==> src/elastic_collision_response_2d_core_macros.svh <==
// ----------------------------------------------------------------------------
// elastic collision response assertion macros
// shared concurrent assertion forms for the collision core
// ----------------------------------------------------------------------------
`ifndef ELASTIC_COLLISION_RESPONSE_2D_CORE_MACROS_SVH
`define ELASTIC_COLLISION_RESPONSE_2D_CORE_MACROS_SVH

// same-cycle implication, checked outside reset
`define ECR_ASSERT_IMPL(lbl, ck, rs, ante, cons) \
  lbl: assert property (@(posedge ck) disable iff (rs) (ante) |-> (cons)) \
    else $error("collision core check failed");

// next-cycle implication, checked outside reset
`define ECR_ASSERT_NEXT(lbl, ck, rs, ante, cons) \
  lbl: assert property (@(posedge ck) disable iff (rs) (ante) |=> (cons)) \
    else $error("collision core check failed");

`endif

==> src/ecr_pkg.sv <==
// ----------------------------------------------------------------------------
// ecr_pkg
// shared widths, defaults and item types of the collision core
// ----------------------------------------------------------------------------
`timescale 1ns / 1ps

package ecr_pkg;

  localparam int FRAC_BITS_DEF   = 16;
  localparam int QUEUE_DEPTH_DEF = 4;

  localparam int POS_W  = 32;
  localparam int VEL_W  = 32;
  localparam int MASS_W = 31;
  localparam int DIFF_W = POS_W + 1;
  localparam int MSUM_W = MASS_W + 1;
  localparam int PLO_W  = 32;

  // data that rides along the whole back pipeline
  typedef struct packed {
    logic signed [VEL_W-1:0] v1x;
    logic signed [VEL_W-1:0] v1y;
    logic signed [VEL_W-1:0] v2x;
    logic signed [VEL_W-1:0] v2y;
    logic [MASS_W-1:0]       m1;
    logic [MASS_W-1:0]       m2;
    logic [MSUM_W-1:0]       msum;
    logic                    coin;
    logic                    bypass;
    logic                    nxneg;
    logic                    nyneg;
    logic                    wneg;
  } side_t;

  // classified word as held in the queue
  typedef struct packed {
    logic signed [DIFF_W-1:0] nx;
    logic signed [DIFF_W-1:0] ny;
    logic signed [DIFF_W-1:0] dvx;
    logic signed [DIFF_W-1:0] dvy;
    side_t                    side;
  } item_t;

endpackage

==> src/ecr_front.sv <==
// ----------------------------------------------------------------------------
// ecr_front
// forms centre and velocity differences and classifies each word
// ----------------------------------------------------------------------------
`timescale 1ns / 1ps

module ecr_front (
  input  logic signed [ecr_pkg::POS_W-1:0]  first_pos_x,
  input  logic signed [ecr_pkg::POS_W-1:0]  first_pos_y,
  input  logic signed [ecr_pkg::POS_W-1:0]  second_pos_x,
  input  logic signed [ecr_pkg::POS_W-1:0]  second_pos_y,
  input  logic signed [ecr_pkg::VEL_W-1:0]  first_vel_x,
  input  logic signed [ecr_pkg::VEL_W-1:0]  first_vel_y,
  input  logic signed [ecr_pkg::VEL_W-1:0]  second_vel_x,
  input  logic signed [ecr_pkg::VEL_W-1:0]  second_vel_y,
  input  logic [ecr_pkg::MASS_W-1:0]        first_mass,
  input  logic [ecr_pkg::MASS_W-1:0]        second_mass,
  output ecr_pkg::item_t                    item
);

  localparam int DW = ecr_pkg::DIFF_W;
  localparam int SW = ecr_pkg::MSUM_W;

  logic signed [DW-1:0] nx;
  logic signed [DW-1:0] ny;
  logic [SW-1:0]        msum;
  logic                 coin;

  assign nx   = DW'(second_pos_x) - DW'(first_pos_x);
  assign ny   = DW'(second_pos_y) - DW'(first_pos_y);
  assign msum = SW'(first_mass) + SW'(second_mass);
  assign coin = (nx == '0) && (ny == '0);

  always_comb begin
    item.nx          = nx;
    item.ny          = ny;
    item.dvx         = DW'(second_vel_x) - DW'(first_vel_x);
    item.dvy         = DW'(second_vel_y) - DW'(first_vel_y);
    item.side.v1x    = first_vel_x;
    item.side.v1y    = first_vel_y;
    item.side.v2x    = second_vel_x;
    item.side.v2y    = second_vel_y;
    item.side.m1     = first_mass;
    item.side.m2     = second_mass;
    item.side.msum   = msum;
    item.side.coin   = coin;
    // no exchange for coincident centres or a zero mass sum
    item.side.bypass = coin || (msum == '0);
    item.side.nxneg  = nx[DW-1];
    item.side.nyneg  = ny[DW-1];
    item.side.wneg   = 1'b0;
  end

endmodule

==> config.mk <==
export PLATFORM = sky130hd
export DESIGN_NAME = ecr_front
export DESIGN_NICKNAME = d
export VERILOG_FILES = /design/src/elastic_collision_response_2d_core_macros.svh /design/src/ecr_pkg.sv /design/src/ecr_front.sv
export SDC_FILE = /design/constraint.sdc
export NUM_CORES = 1
export LEC_CHECK = 0
export ABC_AREA = 1
export BUFFER_PORTS_ARGS = -buffer_cell sky130_fd_sc_hd__buf_2
export CAP_MARGIN = 20
export CORE_AREA = 3 3 260 262
export DETAILED_ROUTE_END_ITERATION = 8
export DIE_AREA = 0 0 263 265
export REMOVE_ABC_BUFFERS = 1
export SETUP_SLACK_MARGIN = 0.1
export SLEW_MARGIN = 0
export SYNTH_ARGS = -nofsm -noshare
export SYNTH_HDL_FRONTEND = slang
export SYNTH_SLANG_ARGS = --single-unit
==> constraint.sdc <==
create_clock -name vclk -period 2.18
set_clock_uncertainty 0.2 [all_clocks]
set_input_delay 0.109 -clock vclk [all_inputs]
set_output_delay 0.109 -clock vclk [all_outputs]
set_load 0.02 [all_outputs]
# --- Yosys cells after proc, flatten, opt, wreduce, memory -nomap -nowiden ---
# Cells that the tools add are included.
# Widths: inputs -> output; s select.
word_totals:
  regBits: 0
  inputBits: 318
  output_inout_bits: 359
  word_cells: 10
op_classes:
  n_addsub: 5
  n_reduce_logical: 5
op_table:
  columns: ["operator", "n"]
  rows:
  - ["$sub 32x32->33", 4]
  - ["$logic_not 33->1", 2]
  - ["$add 31x31->32", 1]
  - ["$logic_not 32->1", 1]
  - ["$logic_and 1x1->1", 1]
  - ["$logic_or 1x1->1", 1]

# --- Longest topological paths before layout ---
depth:
  depth_word: 4
  mapped_depth: 21
  depth_no_buf: 21

# --- Worst setup path after synthesis ---
# OpenSTA, ideal clock, no wires.
synth_path:
  path_type: "input to output"
  from: "input port second_pos_x[0] (netlist bit)"
  to: "output port item[4] (netlist bit)"
  arrival_ns: 2.256
  required_time_ns: 1.871
  path_slack_ns: -0.385
  cell_stages: 16
  path_buffers: 1
  cell_sequence: "inv_1 -> ha_1 -> fa_1 -> inv_1 -> nand3_1 -> nand2_2 -> nand2_1 -> nand2_2 -> nand2_1 -> nand2_2 -> xor2_1 -> nor2_1 -> and2_1 -> nand4_1 -> nor3_2 -> buf_4"
synth_rtl:
  columns: ["element", "line_no", "text"]
  rows:
  - ["start: declaration", "ecr_front.sv:10", "input logic signed [ecr_pkg::POS_W-1:0] second_pos_x,"]
  - ["end: declaration", "ecr_front.sv:18", "output ecr_pkg::item_t item"]

==> metrics.cfg <==
[outcome]
status = finished, violations left
failed_checks = negative setup slack

[synthesis]
synth_area_leaders = nand2_1 (23%), inv_1 (15%), ha_1 (15%), buf_4 (11%), nor2_1 (7.2%)
syn_area_sq_um = 13400
syn_area_per_cell_sq_um = 5.17
yosysWarnings = 0
yosysTopAreaCellShare_pct = 23.1
synth_cells = 2590
yosysSeqAreaShare_pct = 0
yosys.cell_types.count = 35
yosysTopAreaCell = nand2_1

[detailed_routing]
dr_total_vias = 20791
post-route-drc-count = 0
wl_mm = 81.1
postRouteAntennaNets = 0
first_pass_iters = 7
drt-initial-drc-count = 1123
routed_via_density = 4.47
detail_route.wl_per_cell_um = 17.4

[grt]
antenna_found_initial = 6
grt_pass1_vias = 20092
grt_util_all_layers_pct = 20.7
grt_overflow_total = 0
grt_pass1_wl_mm = 114
grt_max_degree = 7

[die]
fp-row-count = 94
io-pin-count = 677
initial_core_util_pct = 20.4
die_x_um = 263
die_y_um = 265
core_area_sq_um = 65600
die_area_sq_um = 69700

[worst_setup_path]
cp_data_required_time_ns = 1.87
cp-end-kind = output pin
crit_fanout = 4
crit_type = in -> out
arrival_ns = 2.42
crit_path_start_kind = primary input

[timing]
maxSlewViolCount = 0
layout_min_cycle_time_ns = 2.73
fin_tns_setup_ns = -7.03
finalWorstSetupSlack_ns = -0.548
finalHoldViolCount = 0
max_freq_ghz = 0.367
fin_crit_sh_pct = 125
hold_ws_ns = 0.244
finalSetupViolations = 50
rsz0062_at_grt = yes

[power]
leakage_nw = 15.1
power.density_nw_per_um2 = 390
p_total_w = 0.0110
ir_drop_mv = 0.279

[placement]
portBuffers = 676
gp_congestion = 0.990
hpwlAfterDp_mm = 67.8
placedCellCount = 4551

[final_layout]
seqCellArea_sq_um = 0
finalNonFillerCells = 4652
final_core_util_pct = 42.8
nClkBuffers = 0
drive_above_1_share_pct = 60.4
flops_and_latches = 0
area_growth_pct = 110
n_fill_cell = 6465
fin_nets = 4269

[worst_hold_path]
hp-class = in -> out

[cts]
cts_hold_buf = 0

[flow_run]
maxCapViolations = 0

-- cell type report --
type / count / area [sq um] / share of cell area [%]
Inverter: 541 / 2080 / 7.40
Antenna cell: 3 / 7.51 / 0.0267
Multi-Input combinational cell: 1854 / 14800 / 52.5
Tap cell: 864 / 1080 / 3.84
Timing Repair Buffer: 1390 / 10200 / 36.2
-- synth_stat cells --
cell type	n
buf_4	195
inv_2	3
o21ai_1	3
a221oi_1	6
a21boi_1	3
fa_1	5
inv_1	538
nor4_1	4
o21ai_0	43
a21o_1	14
nor2_1	257
a21oi_1	138
a21boi_0	2
o21bai_1	33
xnor2_1	28
nand2_2	13
o211ai_1	5
and2_1	7
conb_1	1
a31oi_1	5
nor3_2	2
ha_1	159
nand3b_1	25
nand4_1	31
a21oi_2	3
and3_1	2
nor3_1	28
nor2_2	7
o2111ai_1	4
or2_2	1
xor2_1	56
o21ai_2	3
o21a_1	12
nand2_1	825
nand3_1	129
-- cell usage in the layout, fill, tap and decap left out, types with 13 or more instances in the layout --
master	Yosys	routed
nand2_1	825	535
nand4_1	31	31
a21oi_1	138	59
inv_4	0	18
buf_8	0	13
nor2_4	0	50
xor2_1	56	33
o21bai_1	33	24
inv_1	538	421
nand2_2	13	213
nor3_1	28	14
nor2_1	257	153
a21o_1	14	13
ha_4	0	109
a21oi_2	3	53
nand2_4	0	88
ha_1	159	39
buf_4	195	614
buf_6	0	243
o21ai_0	43	21
a21oi_4	0	29
nand3b_1	25	25
inv_2	3	101
xor2_2	0	15
nand3_1	129	77
buf_2	0	517
nand3_2	0	41
nor2_2	7	61
-- worst paths after layout --
check | endpoint | slack (ns) | start | cells past startpoint
max | item[4] | -0.55 | first_pos_x[9] | 17
min | item[37] | 0.24 | second_mass[0] | 2
-- per-stage QoR --
stage / worst slack, ns / area, sq um
6_report: -0.548 / 28100
3_3_place_gp: -0.841 / 21000
3_5_place_dp: -0.856 / 21000
2_1_floorplan: -0.365 / 11900
5_1_grt: -0.668 / 28100
4_1_cts: -0.541 / 25200
-- worst max-delay path, stage by stage --
cell      delay [ns]
buf_2           0.08
inv_1           0.06
ha_4            0.31
nand2_1         0.14
buf_4           0.18
nor2_2          0.14
nand2_1         0.06
nand3b_1        0.17
nand4_1         0.12
nand2_2         0.09
nor2_1          0.11
nand2_1         0.11
buf_4           0.15
nor2_1          0.09
nand3b_1        0.09
nor3_2          0.24
buf_4           0.18
-- logic make-up after synthesis --
kind of cell	after synthesis	share of synthesized area (%)
xor gates and xnor gates	84	5.49
buffers and inverters	736	26.1
AOI/OAI and AO/OA	274	12.0
other	1	0.0280
and+or+nand+nor	1331	40.8
adders and majority gates	164	15.6
-- routing by layer --
layer	up-vias	routed length [um]	GRT usage (%)
li1	10220	-	-
met1	9671	36000	28.0
met4	4	3150	6.08
met2	743	38000	35.0
met5	-	31	0
met3	153	3900	1.62
-- report_power, final --
part | switching [W] | total, W | internal (W)
combinational | 0.00587 | 0.0110 | 0.00509
clock | 0 | 0.000000000155 | 0.000000000155
sequential | 0 | 0 | 0
-- timing repair --
action | 4_1_cts | 5_1_grt
gates resized for setup | 868 | 700
endpoints found under the setup margin | 131 | 122
setup buffers | 65 | 82
cloned | 0 | 0
pin swaps | 191 | 356
No activity file was read; power rests on OpenSTA's default activity.
