<file path="config.mk">
export PLATFORM = sky130hd
export DESIGN_NAME = ecr_queue
export DESIGN_NICKNAME = d
export VERILOG_FILES = /design/src/ecr_pkg.sv /design/src/ecr_queue.sv
export VERILOG_INCLUDE_DIRS = /design/src /design/src/src
export SDC_FILE = /design/constraint.sdc
export NUM_CORES = 1
export LEC_CHECK = 0
export BUFFER_PORTS_ARGS = -buffer_cell sky130_fd_sc_hd__buf_2
export CAP_MARGIN = 20
export CELL_PAD_IN_SITES_DETAIL_PLACEMENT = 1
export CELL_PAD_IN_SITES_GLOBAL_PLACEMENT = 1
export CORE_MARGIN = 4
export CORE_UTILIZATION = 45
export CTS_CLUSTER_DIAMETER = 150
export DETAILED_ROUTE_END_ITERATION = 7
export PLACE_DENSITY = 0.74
export SETUP_SLACK_MARGIN = 0.02
export SLEW_MARGIN = 20
export SYNTH_ARGS = -nofsm -noshare
export SYNTH_HDL_FRONTEND = slang
export SYNTH_SLANG_ARGS = --single-unit
</file>
<file path="constraint.sdc">
create_clock -name clk -period 1.85 [get_ports clk]
set_clock_uncertainty 0.1 [all_clocks]
set_input_delay 0 -clock clk [delete_from_list [all_inputs] [get_ports clk]]
set_output_delay 0 -clock clk [all_outputs]
set_load 0.02 [all_outputs]
</file>
<file path="src/elastic_collision_response_2d_core_macros.svh">
// ----------------------------------------------------------------------------
// elastic collision response assertion macros
// shared concurrent assertion forms for the collision core
// ----------------------------------------------------------------------------
`ifndef ELASTIC_COLLISION_RESPONSE_2D_CORE_MACROS_SVH
`define ELASTIC_COLLISION_RESPONSE_2D_CORE_MACROS_SVH

// same-cycle implication, checked outside reset
`define ECR_ASSERT_IMPL(lbl, ck, rs, ante, cons) \
  lbl: assert property (@(posedge ck) disable iff (rs) (ante) |-> (cons)) \
    else $error("collision core check failed");

// next-cycle implication, checked outside reset
`define ECR_ASSERT_NEXT(lbl, ck, rs, ante, cons) \
  lbl: assert property (@(posedge ck) disable iff (rs) (ante) |=> (cons)) \
    else $error("collision core check failed");

`endif

</file>
<file path="src/ecr_pkg.sv">
// ----------------------------------------------------------------------------
// ecr_pkg
// shared widths, defaults and item types of the collision core
// ----------------------------------------------------------------------------
`timescale 1ns / 1ps

package ecr_pkg;

  localparam int FRAC_BITS_DEF   = 16;
  localparam int QUEUE_DEPTH_DEF = 4;

  localparam int POS_W  = 32;
  localparam int VEL_W  = 32;
  localparam int MASS_W = 31;
  localparam int DIFF_W = POS_W + 1;
  localparam int MSUM_W = MASS_W + 1;
  localparam int PLO_W  = 32;

  // data that rides along the whole back pipeline
  typedef struct packed {
    logic signed [VEL_W-1:0] v1x;
    logic signed [VEL_W-1:0] v1y;
    logic signed [VEL_W-1:0] v2x;
    logic signed [VEL_W-1:0] v2y;
    logic [MASS_W-1:0]       m1;
    logic [MASS_W-1:0]       m2;
    logic [MSUM_W-1:0]       msum;
    logic                    coin;
    logic                    bypass;
    logic                    nxneg;
    logic                    nyneg;
    logic                    wneg;
  } side_t;

  // classified word as held in the queue
  typedef struct packed {
    logic signed [DIFF_W-1:0] nx;
    logic signed [DIFF_W-1:0] ny;
    logic signed [DIFF_W-1:0] dvx;
    logic signed [DIFF_W-1:0] dvy;
    side_t                    side;
  } item_t;

endpackage

</file>
<file path="src/ecr_queue.sv">
// ----------------------------------------------------------------------------
// ecr_queue
// short flop fifo between the front and the back pipeline
// ----------------------------------------------------------------------------
`timescale 1ns / 1ps
`include "elastic_collision_response_2d_core_macros.svh"

module ecr_queue #(
  parameter int W     = 8,
  parameter int DEPTH = ecr_pkg::QUEUE_DEPTH_DEF
) (
  input  logic         clk,
  input  logic         rst,
  input  logic         push,
  input  logic [W-1:0] push_data,
  output logic         full,
  input  logic         pop,
  output logic         pop_valid,
  output logic [W-1:0] pop_data
);

  localparam int PTR_W = $clog2(DEPTH);
  localparam int CNT_W = $clog2(DEPTH + 1);

  logic [W-1:0]     mem [DEPTH];
  logic [PTR_W-1:0] wr_ptr;
  logic [PTR_W-1:0] rd_ptr;
  logic [CNT_W-1:0] count;
  logic [CNT_W-1:0] count_next;

  assign full      = count == CNT_W'(DEPTH);
  assign pop_valid = count != '0;
  assign pop_data  = mem[rd_ptr];

  always_comb begin
    count_next = count;
    if (push && !pop) begin
      count_next = count + 1'b1;
    end else if (pop && !push) begin
      count_next = count - 1'b1;
    end
  end

  always_ff @(posedge clk) begin
    if (rst) begin
      wr_ptr <= '0;
      rd_ptr <= '0;
      count  <= '0;
    end else begin
      count <= count_next;
      if (push) begin
        wr_ptr <= (wr_ptr == PTR_W'(DEPTH - 1)) ? '0 : wr_ptr + 1'b1;
      end
      if (pop) begin
        rd_ptr <= (rd_ptr == PTR_W'(DEPTH - 1)) ? '0 : rd_ptr + 1'b1;
      end
    end
  end

  always_ff @(posedge clk) begin
    if (push) begin
      mem[wr_ptr] <= push_data;
    end
  end

  `ECR_ASSERT_IMPL(a_count_bound, clk, rst, 1'b1, count <= CNT_W'(DEPTH))
  `ECR_ASSERT_IMPL(a_no_pop_empty, clk, rst, pop, count != '0)
  `ECR_ASSERT_IMPL(a_no_push_full, clk, rst, push, count != CNT_W'(DEPTH))

endmodule

</file>
-- Word-level counts from Yosys, hierarchy flattened
Memories as Yosys holds them, arrays and structs flattened. A register that Yosys moved wholly into a read port is not among the register bits.
Cells that the tools add are included.
W data, S select, Z words.
- reduce and logical (&&, ||, !) cells: 6
- multiply operators: 0
- div/mod/pow operators: 0
- add/subtract/negate cells: 4
- equal/unequal tests: 3
- shifts and indexed selects: 0
- muxes and demuxes: 8
- order comparisons: 0
- bitwise logic cells: 0
- operators by type and width (kind ; number):
    $mux W2 ; 4
    $mux W3 ; 2
    $add A2 B1 Y2 const B ; 2
    $eq A2 B2 Y1 const B ; 2
    $add A3 B1 Y3 const B ; 1
    $eq A3 B3 Y1 const B ; 1
    $reduce_bool A3 Y1 ; 1
    $sub A3 B1 Y3 const B ; 1
    $logic_and A1 B1 Y1 ; 2
    $logic_not A1 Y1 ; 2
    $mux W1 ; 2
    $reduce_bool A2 Y1 ; 1
- input port bits: 12
- memory bits (read-only): 0
- register bits after elaboration: 7
- logic and storage cells: 25
- memory bits (writable): 32
- bits in latches: 0
- output and inout bits: 10
- memories: 1
- memory list (name ; depth ; width ; read ports ; clocked after memory_dff ; write ports ; RTL line ; RTL):
    mem ; 4 ; 8 ; 1 ; 1 ; 1 ; ecr_queue.sv:25 ; logic [W-1:0] mem [DEPTH];

-- Depth between registers and ports, before layout
Gate-level depths: netlist of the first run.
- depth after elaboration: 4
- depth in mapped cells: 7
- depth with buffers taken out: 7

-- Worst setup path before layout of the first run
Ideal clock, no wire load.
- path type: register to register
- from: reg count[0]
- to: reg count[2]
- data required time: 1.680 ns
- clock period less this slack: 1.488 ns
- setup slack: 0.362 ns
- cell stages (with the launch flop): 5
- path buffers: 0
- arrival: 1.318 ns
- library setup time: 0.070 ns
- cells stage by stage: dfxtp_1 -> fa_1 -> xor2_1 -> or3_1 -> a21oi_1
- longest elaborated chain between the ends: 3
- elaborated cells between the ends (all ways): 4
- those cells by class: 2 x add/sub; 2 x mux
- RTL lines (item ; RTL line ; RTL):
    from (decl) ; ecr_queue.sv:28 ; logic [CNT_W-1:0] count;
    from (signal assigned) ; ecr_queue.sv:50 ; count <= count_next;
    $sub A3 B1 Y3 ; ecr_queue.sv:40 ; count_next = count - 1'b1;
    $mux W3 ; ecr_queue.sv:39 ; end else if (pop && !push) begin
    $mux W3 * ; ecr_queue.sv:37 ; if (push && !pop) begin
Mark *: on every way between the ends. The rest lies on a longest branch, timed or not. The select of a mux whose other input is x is not followed.
A chain may end at the register's enable or synchronous reset.

-- Final worst setup path of the first run
- from: in pop
- to: reg count[2]
- longest elaborated chain between the ends: 3
- elaborated cells between the ends (all ways): 5
- those cells by class: 1 x mux; 4 x reduce/logical
- RTL lines (item ; RTL line ; RTL):
    from (decl) ; ecr_queue.sv:17 ; input logic pop,
    $logic_not A1 Y1 ; ecr_queue.sv:37 ;
    $logic_and A1 B1 Y1 ; ecr_queue.sv:37 ;
    $mux W3 or $reduce_bool A2 Y1 (tied branches) ; - ;
Several ways; a longest one is shown, not always the timed one.

==> results by group, run 1 <==
Run status
  • Outcome: finished, final reports clean

Detailed routing
  • Drt pass-1 iters: 4
  • Via count: 839
  • Drt initial violations: 22
  • Final ANT Viol Nets: 0
  • WL/cell: 16.0 um
  • DRC viols: 0
  • Drt total wl: about 2700 um
  • Via-per-instance ratio: roughly 4.9

Critical path
  • WP buf/inv: 4
  • Required @ worst endpoint: between 2 and 2.5 ns
  • Worst Reg-to-Reg Cells: 4
  • Worst setup startpoint: pop
  • Worst setup EP type: register
  • Arrival time worst endpoint: about 2 ns
  • Crit Path Max Fanout: 3
  • Slowest-stage cell, CP: dlygate4sd3_1
  • Crit Path Category: in2reg
  • R2R setup slack: around 0.25 ns
  • Max incr delay on CP: between 0.5 and 0.6 ns
  • Worst path depth: 9
  • Critical-path cell list: dlygate4sd3_1 > buf_2 > inv_1 > ha_2 > inv_1 > fa_1 > xor2_1 > or3_1 > a21oi_1
  • Crit path launch type: input port
  • R2r endpoint: count[2]
  • Most used cell, CP: inv_1
  • Reg-to-Reg Start: count[0]
  • Crit path to: count[2]
  • CP top delay family: buffers and inverters

STA
  • Fin Hold WS: 0.302 ns
  • Fin Setup TNS: 0 ns
  • Final Cycle Share: 0.978
  • Final worst slack: 0.0404 ns
  • FMAX: around 550 MHz
  • Fin. max-slew vios: 0
  • Finish-stage setup viols: 0
  • Worst-Margin Slew: 0.444 ns
  • Final Hold Vio Count: 0
  • Crit path time final: 1.81 ns
  • Max_slew headroom: 0.704

Final layout
  • Syn-to-layout area delta: 20.6%
  • Fillers: 332
  • Diode count: 0
  • Layout cells sized above 1: 0.304
  • Nets: roughly 140
  • Final Non-Filler Cells: 171

Place
  • Buffers on Ports: 21
  • HPWL Detailed: 1880 um
  • DP Worst Slack: 0.272 ns
  • Cells after DPL: about 150
  • RD Place Congestion: 0.658

Clock network
  • Later-pin clock latency in the skew report: 0.33 ns
  • CTS tree: built
  • Clk sinks: 41
  • Clk slew on worst S/H paths: 0.12 ns
  • Root Buffer: clkbuf_4
  • H-tree depth: 2
  • Number of buffers created by CTS: 5
  • Clock Tree Buf Depth: 2

Yosys
  • Syn nets: approximately 110
  • Post-synthesis register bit count: 41
  • Sequential fraction of the synthesis area: 0.714
  • Total number of yosys warnings: 0
  • Post-Synthesis Cells: 86
  • Syn Area/Cell: 18.6 um^2
  • Distinct cells, synth: 16
  • Mapped cell area: 0.00160 mm^2

Floorplan
  • Ports: 22
  • Initial cell density of the core: 0.472
  • # rows: 21
  • Chip Width: roughly 68 um
  • Core ar.: 0.00339 mm^2
  • Die area: 0.00457 mm^2
  • Die H: around 68 um

GRT
  • Global-route wire length before repair: ~4500 um
  • Total Routing Usage GR: 0.142
  • Pin count of the biggest net entering global routing: 14
  • Vias in the first global route: 900
  • Initial antenna violation count: 0
  • Global route total overflow: 0

Worst hold path
  • Worst Hold Class: in2reg
  • Hold Crit Depth: 2

Flow run
  • Max-capacitance violation count: 0

Pwr
  • P_leak: ~0.72 nW
  • P per Cell Area: 933 mW/mm^2
  • Max IR drop VDD: 0.000426 V
  • Overall power: 0.00180 W
==> registers in the layout, indices dropped and copies added, names as in the netlist, named ones only <==
name and count:
count 3, mem 32, rd_ptr 2, wr_ptr 2
==> worst register-to-register path: stages (launching register included) <==
cell and delay (ns):
dfxtp_1 0.37, fa_1 0.45, xor2_1 0.16, or3_1 0.31, a21oi_1 0.15
==> area by class of cell <==
cell class,count,area (um^2),share of cell area
sequential,41,1140,0.592
tap,46,57.6,0.0299
timing repair buffer,33,223,0.116
multi-input combinational,39,429,0.223
clock buffer,7,55.1,0.0286
clock inverter,1,7.51,0.00389
inverter,4,15.0,0.00779
==> cells by family after synthesis <==
group,share of synthesized area
buffers and inverters,0.0196
muxes,0.138
DFF,0.714
xor gates and xnor gates,0.0110
and+or+nand+nor,0.0493
AOI/OAI and AO/OA,0.00939
adders and majority gates,0.0595
==> layer usage <==
layer  vias to the layer above  global-route usage  share of wire
met2                        20               0.238           0.50
met1                       412               0.164           0.43
met5                         -                   0              0
met3                         5              0.0566          0.054
met4                         0              0.0532          0.016
li1                        402                   -              -
==> cell usage after synthesis (all sizes together) <==
master  number  area share
a21oi        2      0.0063
and2         4       0.016
buf          1      0.0070
clkbuf       1      0.0031
dfxtp        9        0.11
edfxtp      32        0.60
fa           1       0.013
ha           6       0.047
inv          4      0.0094
mux2i        4       0.025
mux4         8        0.11
nor2         7       0.016
nor3b        2      0.0094
o21ai        1      0.0031
or3          2      0.0078
xor2         2       0.011
==> cells in the final DEF, fill, tap and decap left out <==
master | Yosys | routed
buf_4 | 0 | 1
dfxtp_1 | 9 | 9
a21oi_1 | 2 | 2
or3_1 | 2 | 2
o21ai_0 | 1 | 1
mux4_2 | 8 | 8
buf_2 | 0 | 21
nor2_1 | 7 | 7
ha_1 | 6 | 5
xor2_1 | 2 | 2
inv_1 | 4 | 4
fa_1 | 1 | 1
ha_2 | 0 | 1
clkbuf_8 | 0 | 1
clkbuf_4 | 0 | 5
mux2i_1 | 4 | 4
edfxtp_1 | 32 | 32
clkinvlp_4 | 0 | 1
clkbuf_1 | 0 | 1
and2_1 | 4 | 4
dlygate4sd3_1 | 0 | 11
nor3b_1 | 2 | 2
==> per-stage QoR <==
stage                     area [um^2]  utilization
after global placement           1750        0.517
final                            1930        0.569
after global routing             1930        0.569
after CTS                        1930        0.568
after floorplan                  1600            -
after detailed placement         1750        0.517
==> worst min-delay path by stage <==
stage                 startpoint        end  slack, ns
global route        push_data[1]  mem[3][1]       0.29
finish              push_data[0]  mem[2][0]       0.30
CTS                 push_data[4]  mem[0][4]       0.28
detailed placement  push_data[1]  mem[1][1]       0.12
global placement    push_data[0]  mem[1][0]       0.11
floorplan                    rst   count[2]      -0.03
==> what timing repair did <==
item,CTS,global route
hold buffers,11,0
hold endpoints to repair,41,0
setup endpoints to repair,0,1
buffers inserted,0,0
resized for setup,0,1
==> where the power goes <==
group | internal (W) | leakage [nW] | total [W] | switching [W]
logic | 0.000122 | 0.317 | 0.000258 | 0.000136
registers | 0.00105 | 0.368 | 0.00108 | 0.0000332
clock network | 0.000186 | 0.0315 | 0.000461 | 0.000275
total | 0.00135 | 0.717 | 0.00180 | 0.000445
Power figures use the tool's default switching activity.
==> run 2, diff against run 1 <==
- ABC_AREA: unset -> 1
- PLACE_DENSITY: 0.74 -> 0.77
- clock period: 1.85 -> 2.2 ns (I/O delays scaled with it)
==> run 2 against run 1 <==
Against the previous run:
- register-to-register slack better by 0.55 ns
- design area increased by 3.4%
- utilization rose by 1.1 points
- combinational power decreased by 7%
- sequential share of layout area is 2.0 points lower
- sequential cell count unchanged
- hold slack better by 0.065 ns
- synthesized cell count rose by 58%
- clock power barely moved
- cell count rose by 29%
- synthesized area is 3.4% higher
- count of clock-buffer cells in the layout down 1
- critical endpoint unchanged
- highest routed layer unchanged
==> results by group, run 2 <==
GRT
  • Total Routing Usage GR: 0.175
  • Global route total overflow: 0
  • Global-route wire length before repair: 5730 um
  • Vias in the first global route: approximately 1200
  • Pin count of the biggest net entering global routing: 17
  • Initial antenna violation count: 0

Critical path
  • Worst setup EP type: register
  • Arrival time worst endpoint: 1.84 ns
  • Required @ worst endpoint: between 2 and 2.5 ns
  • Most used cell, CP: inv_1
  • Max incr delay on CP: 0.54 ns
  • Crit path launch type: input port
  • Crit Path Max Fanout: 4
  • Critical-path cell list: dlygate4sd3_1 > buf_2 > inv_1 > ha_1 > inv_1 > fa_1 > inv_1 > nand2_1 > nand3_1 > nand2_1 > inv_1 > nor2_1
  • WP buf/inv: 6
  • R2R setup slack: 0.80 ns
  • Slowest-stage cell, CP: dlygate4sd3_1
  • Crit Path Category: in2reg
  • CP top delay family: buffers and inverters

Yosys
  • Area contributors post-synth: edfxtp_1 (58%), dfxtp_1 (11%), nor2_1 (5.2%)
  • Synth area leader: edfxtp_1
  • FFs w/ async S/R, synth: 0
  • Mapped cell area: around 0.0017 mm^2
  • Syn Area/Cell: 12.2 um^2
  • Post-synthesis register bit count: between 40 and 50
  • Top cells by count, synth: edfxtp_1 (32), nor2_1 (23), inv_1 (15), o21ai_0 (15)
  • Total number of yosys warnings: 0
  • Sequential fraction of the synthesis area: 0.690
  • Most numerous cell in the Yosys netlist: edfxtp_1
  • Post-synth EDFFs: 32
  • Distinct cells, synth: 19
  • Syn nets: 155
  • Top cell type's share of synthesized area: 0.581
  • Synth Flop Type: edfxtp_1
  • Post-Synthesis Cells: about 140

Detailed routing
  • Via-per-instance ratio: 5.03
  • WL/cell: 16.1 um
  • Via count: 1111
  • Drt total wl: 3550 um
  • Final ANT Viol Nets: 0
  • Drt pass-1 iters: 4
  • Drt initial violations: 40
  • DRC viols: 0

Final layout
  • Diode count: 0
  • Final Non-Filler Cells: 221
  • Layout cells sized above 1: 0.194
  • Fillers: 370
  • Nets: ~190
  • Largest Register: mem
  • Sequential cell area: 0.00114 mm^2
  • Syn-to-layout area delta: 20.6%
  • Commonest non-fill, non-tap cell in the layout: edfxtp_1
  • Max FFs per register: 32
  • Largest regs: mem x32, count x3
  • Most frequent cells in the layout: edfxtp_1 (32), nor2_1 (23), buf_2 (21)
  • Area of the multi-input gates: between 400 and 500 um^2

Pwr
  • Comb pwr share: 0.149
  • Max IR drop VDD: 0.000502 V
  • Net Sw Power: 0.000422 W
  • Power share of the clock group: 0.286
  • Int Pwr: 0.00119 W
  • P_leak: 0.810 nW
  • Net Sw Frac: 0.262
  • Sequential power share: 0.564
  • P per Cell Area: just over 800 mW/mm^2

Floorplan
  • Die H: slightly below 70 um
  • Chip Width: 68.6 um
  • Ports: 22
  • Core ar.: 0.00344 mm^2
  • Initial cell density of the core: 0.481
  • Die area: 0.00471 mm^2
  • # rows: 21

Place
  • Buffers on Ports: 21
  • Cells after DPL: 202
  • RD Place Congestion: 0.719
  • HPWL Detailed: around 2400 um

Clock network
  • CTS tree: built
  • Clk sinks: 41
  • Root Buffer: clkbuf_8
  • Post_cts resized: 0
  • Clk slew on worst S/H paths: 0.08 ns
  • H-tree depth: 2
  • Clock Tree Buf Depth: 2
  • Number of buffers created by CTS: 5
  • Setup Fix Bufs, Post-CTS: 0
  • Cts hold-fix bufs: 11
  • Later-pin clock latency in the skew report: 0.29 ns

STA
  • Finish-stage setup viols: 0
  • RSZ-0062 raised after global routing: false
  • Fin. max-slew vios: 0
  • Fin Setup TNS: 0 ns
  • FMAX: 573 MHz
  • Crit path time final: around 1.7 ns
  • Max_slew headroom: 0.741
  • Worst-Margin Slew: 0.388 ns
  • Final Cycle Share: 0.793
  • Final Hold Vio Count: 0

Worst hold path
  • Worst Hold Class: in2reg

Run status
  • Outcome: finished, final reports clean

Flow run
  • Max-capacitance violation count: 0
==> run 2: cells by family (layout without fill, tap and decap cells) <==
logic type,after synthesis,after routing,synth area share
buf+inv,18,57,0.0499
xor+xnor,1,1,0.00530
compound gates,30,30,0.101
flops,41,41,0.690
simple gates,39,39,0.0961
fa+ha+maj,7,7,0.0575
==> run 2: power groups by stage <==
stage	logic, W	clock network, W	registers (W)
5_1_grt	0.000272	0.000510	0.000913
3_5_place_dp	0.000227	0	0.000926
3_3_place_gp	0.000210	0	0.000922
4_1_cts	0.000245	0.000471	0.000909
6_report	0.000240	0.000461	0.000908
2_1_floorplan	0.000150	0	0.000915
==> run 2: final cells by class <==
cell class              instances  area share
flip-flops and latches         41       0.572
well taps                      46      0.0289
inverters                      16      0.0301
clock inverters                 2     0.00502
multi-input cells              77       0.216
clock buffers                   6      0.0364
repair buffers                 33       0.112
==> run 2: routing by layer <==
layer  global-route usage  vias up  share of wire  wire (um)
met1                0.196      539           0.42       1490
met2                0.317       19           0.53       1890
li1                     -      546              -          -
met5                    0        -              0          0
met4               0.0596        0          0.014         50
met3               0.0502        7          0.036        127
==> run 2: final timing paths <==
kind	to	cells after the start	startpoint
max	count[2]	12	pop
min	mem[2][1]	2	push_data[1]
max reg2reg	mem[0][1]	4	wr_ptr[1]
min reg2reg	count[2]	3	count[2]
==> run 2: metrics by stage <==
stage                     hold slack, ns  instance area, um^2  total power [W]  utilization  worst slack [ns]
after global routing               0.357                 1990          0.00169        0.579             0.309
final                              0.367                 1990          0.00161        0.579             0.454
after detailed placement           0.120                 1800          0.00115        0.523             0.742
after global placement             0.116                 1800          0.00113        0.523             0.865
after floorplan                  -0.0276                 1650          0.00106            -             0.952
after CTS                          0.359                 1990          0.00162        0.579             0.470
